File: src/rtl/core/nwps_pkg.sv
// ----------------------------------------------------------------------------
// nwps_pkg
// shared types and constants of the nearest waypoint selector
// ----------------------------------------------------------------------------
`timescale 1ns / 1ps

package nwps_pkg;

   localparam int unsigned PosWidth = 24;
   localparam int unsigned IdxOutWidth = 10;
   localparam int unsigned DistWidth = 51;

   typedef enum logic [1:0] {
      MODE_CLEAR  = 2'd0,
      MODE_APPEND = 2'd1,
      MODE_QUERY  = 2'd2,
      MODE_NONE   = 2'd3
   } mode_type;

   localparam logic signed [15:0] FeatLimit = -16'sd10000;

   // waypoint payload held in the parameter memory
   typedef struct packed {
      logic [15:0] weight;
      logic [7:0]  pause;
      logic [15:0] feat_x;
      logic [15:0] feat_y;
      logic [15:0] leaf_size;
      logic [15:0] meas_range;
      logic [63:0] params;
      logic        signal_triple;
   } wp_data_type;

   typedef struct packed {
      logic [PosWidth-1:0] x;
      logic [PosWidth-1:0] y;
      logic [PosWidth-1:0] z;
   } pos_type;

endpackage

File: src/rtl/core/nwps_dist.sv
// ----------------------------------------------------------------------------
// nwps_dist
// registered squared distance between two 3-D positions, two stages
// ----------------------------------------------------------------------------
`timescale 1ns / 1ps

module nwps_dist (
   input  logic                   clock,
   input  nwps_pkg::pos_type      a,
   input  nwps_pkg::pos_type      b,
   output logic [nwps_pkg::DistWidth-1:0] sq_sum
);
   import nwps_pkg::*;

   logic [PosWidth:0] mx_ff, my_ff, mz_ff;
   logic [2*PosWidth+1:0] sx_ff, sy_ff, sz_ff;

   function automatic logic [PosWidth:0] absdiff(logic [PosWidth-1:0] p,
                                                  logic [PosWidth-1:0] q);
      logic signed [PosWidth:0] d;
      d = $signed({p[PosWidth-1], p}) - $signed({q[PosWidth-1], q});
      absdiff = d[PosWidth] ? (PosWidth+1)'(-d) : d;
   endfunction

   // stage one: magnitudes, stage two: squares
   always_ff @(posedge clock) begin
      mx_ff <= absdiff(a.x, b.x);
      my_ff <= absdiff(a.y, b.y);
      mz_ff <= absdiff(a.z, b.z);
      sx_ff <= mx_ff * mx_ff;
      sy_ff <= my_ff * my_ff;
      sz_ff <= mz_ff * mz_ff;
   end

   assign sq_sum = DistWidth'(sx_ff) + DistWidth'(sy_ff) + DistWidth'(sz_ff);

endmodule

File: config.mk
export PLATFORM = sky130hd
export DESIGN_NAME = nwps_dist
export DESIGN_NICKNAME = d
export VERILOG_FILES = /design/src/rtl/core/nwps_pkg.sv /design/src/rtl/core/nwps_dist.sv
export SDC_FILE = /design/constraint.sdc
export NUM_CORES = 2
export LEC_CHECK = 0
export BUFFER_PORTS_ARGS = -buffer_cell sky130_fd_sc_hd__buf_4
export CORE_MARGIN = 5
export CORE_UTILIZATION = 50
export CTS_CLUSTER_DIAMETER = 120
export CTS_CLUSTER_SIZE = 28
export DETAILED_ROUTE_END_ITERATION = 6
export GPL_ROUTABILITY_DRIVEN = 1
export PLACE_DENSITY = 0.77
export RECOVER_POWER = 25
export SLEW_MARGIN = 30
export SYNTH_ARGS = -nofsm -noshare
export SYNTH_HDL_FRONTEND = slang
export SYNTH_SLANG_ARGS = --single-unit
File: constraint.sdc
create_clock -name clock -period 9.7 [get_ports clock]
set_clock_uncertainty 0.05 [all_clocks]
set_input_delay 0.97 -clock clock [delete_from_list [all_inputs] [get_ports clock]]
set_output_delay 0.97 -clock clock [all_outputs]
set_load 0.01 [all_outputs]
==> run summary <==
Synthesis Warnings -> 0
Die Width -> 376 um
Largest net degree at the start of global routing -> 29
Post-CTS Setup Bufs -> 0
DRC Markers -> 0
Htree depth -> 1
DR vias -> 49.5k
Post-synth EDFFs -> 0
DP Wirelength -> 140000 um
RSZ-0062 raised after global routing -> no
Routed wire length -> 164000 um
FF-to-FF path depth -> 23
Antenna violations before repair -> 4
Post-CTS Resized -> 0
Synth unique cells -> 86
Final hold vios -> 0
Fillers -> 11.8k
Avg WL per Cell -> 17.6 um
Setup crit end kind -> flip-flop
Routability cong. -> 0.926
TritonCTS sink count -> 222
Max_slew headroom -> -4.43%
Core Area -> 0.133 mm2
Asr flop ratio synth -> 0%
I/O Pins -> 196
Yosys top cell by area -> fa_1
Area growth syn-to-layout -> 5.98%
Hold path startpoint -> b[24]
CP startpoint kind -> flip-flop
Failing checks -> max-capacitance violations, max-slew violations
Cell with the most instances after synthesis -> inv_1
Max Fclk -> 118 MHz
Status -> finished, violations left
Critical Path Source -> mx_ff[0]
Inst Count DP -> 9271
DRT Pass-1 Iters -> 6
Reg2reg start -> mx_ff[0]
Antenna viol nets, final -> 0
Fin crit period -> 8.48 ns
Worst Tran Pin Value -> 1.57 ns
Congestion Overflow GR -> 0
DR iter-0 viols -> 3267
Worst-Skew Late Latency -> 0.58 ns
CTS root buffer -> clkbuf_16
GRT Util Overall -> 23.5%
Vias in the first global route -> 54.3k
Hold path cells -> 3
RR Endpoint -> sx_ff[46]
Clock-pin slew on the worst setup and hold paths -> 0.11 ns
Final Max Tran Viols -> 86
Synthesized flop and latch total -> 222
Hold/Removal Path Class -> in2reg
Share of the synthesized area in the top cell type -> 43.3%
Synth Instances -> 7449
CTS buffer count -> 17
DR vias/cell -> 5.32
Max Cap Viol -> 3
Final nets -> 9806
Die H -> 376 um
Post-synth top cells -> 2127 x inv_1, 1451 x fa_1, 688 x ha_1, 629 x nand2_1, 370 x and2_1
Worst hold endpoint -> my_ff[0]
Top_reg_cell synth -> dfxtp_1
Initial Util -> 50.3%
Worst path required time -> 10.15 ns
Main area contributors after synthesis -> fa_1 43%, ha_1 13%, inv_1 12%, dfxtp_1 6.6%, nand2_1 3.5%
CP Max Fanout -> 27
TNS Setup -> 0 ns
Synthesized area per cell -> 9.01 um2
Buffers from clock root to sink, at most -> 3
Proportion of layout cells with a drive suffix above 1 -> 4.37%
CTS tree -> yes
CTS Hold Bufs -> 0
Die area -> 0.142 mm2
Fin crit share -> 87.4%
Port bufs -> 195
Post-Layout Cell Count -> 9302
FP Rows -> 134
R2R Setup Slk -> 1.22 ns
WS Path Type -> reg2reg
Final setup viols -> 0
Cell area after synthesis -> 0.0671 mm2
Seq/Total Area, Yosys -> 6.62%
First-pass GRT wire length -> 271000 um
Arrival time worst endpoint -> 8.93 ns
==> cell type report <==
class                      count  area [um2]  area share [%]
antenna                        1        2.50         0.00352
clock buffer                  18         429           0.604
clock inverter                12         258           0.363
inverter                    2127        7980            11.2
multi-input combinational   4891       53800            75.7
sequential                   222        4450            6.25
tap                         1768        2210            3.11
timing repair buffer         263        1920            2.70
==> critical path, stage by stage, from the launching register on <==
cell	delay [ns]
dfxtp_1	0.40
clkbuf_1	1.12
nand2_1	0.23
fa_1	0.47
inv_1	0.09
fa_1	0.42
fa_1	0.49
ha_1	0.13
inv_1	0.05
fa_1	0.47
inv_1	0.05
fa_1	0.54
fa_1	0.44
ha_1	0.43
nand2_1	0.10
o311ai_0	0.49
o21ai_0	0.23
a21boi_1	0.31
a22o_1	0.29
a31oi_1	0.22
a211oi_2	0.45
a311oi_1	0.27
o41ai_1	0.46
xor2_1	0.19
==> placed cells by master, fill, tap and decap left out, types with 9 or more instances in the layout <==
cell	instances
fa_1	1451
a31oi_1	35
nand2_1	629
a31o_2	9
a21oi_1	244
o21bai_1	30
dfxtp_1	220
xor2_1	107
nor2b_1	50
or3_1	18
a211oi_1	30
a21o_1	156
buf_4	246
xnor2_1	219
and3_1	33
clkbuf_16	17
inv_1	2127
nand3_1	58
nor2_1	229
clkbuf_1	15
a41oi_1	9
a21boi_0	9
ha_1	688
a221oi_1	11
nor3_1	43
a311oi_1	9
mux2i_1	9
o31ai_1	23
o211ai_1	21
or2_2	13
nand2b_1	38
o21ai_0	147
o21a_1	36
nand4_1	36
and2_1	368
==> sequential cells by signal, summed over array words and instances (netlist names) <==
signal and cells:
sz_ff 49, sx_ff 49, mx_ff 25, mz_ff 25
sy_ff 49, my_ff 25
==> worst max-delay path by stage <==
stage	end	slack [ns]
after floorplan	sx_ff[46]	2.43
after detailed placement	sx_ff[46]	1.47
after global placement	sx_ff[46]	1.73
final	sx_ff[46]	1.22
after CTS	sx_ff[46]	1.37
after global routing	sx_ff[49]	0.79
==> cells by family after synthesis <==
group,after synthesis,share of synthesized area (%)
buf+inv,2338,13.1
fa+ha+maj,2139,56.1
simple gates,1551,11.2
compound gates,859,8.51
xor+xnor,326,4.26
flops,222,6.62
mux,13,0.201
other cells,1,0.00559
==> layer usage <==
layer | vias up | GRT usage [%] | wire length (um)
li1 | 22500 | - | -
met1 | 24800 | 30.4 | 65400
met2 | 1752 | 39.6 | 78500
met3 | 433 | 4.01 | 12300
met4 | 2 | 9.17 | 7300
met5 | - | 0 | 13
==> stage by stage <==
step	util, %	hold slack [ns]	cell area, um2	setup WS [ns]
2_1_floorplan	-	0.361	67100	2.43
3_3_place_gp	52.8	0.582	70500	1.73
3_5_place_dp	52.8	0.579	70500	1.47
4_1_cts	53.3	0.586	71200	1.37
5_1_grt	53.3	0.679	71100	0.795
6_report	53.3	0.662	71100	1.22
Power is left out: the tool's default activity adds up to more than one toggle a clock period on the data nets, which glitch-free logic cannot reach.
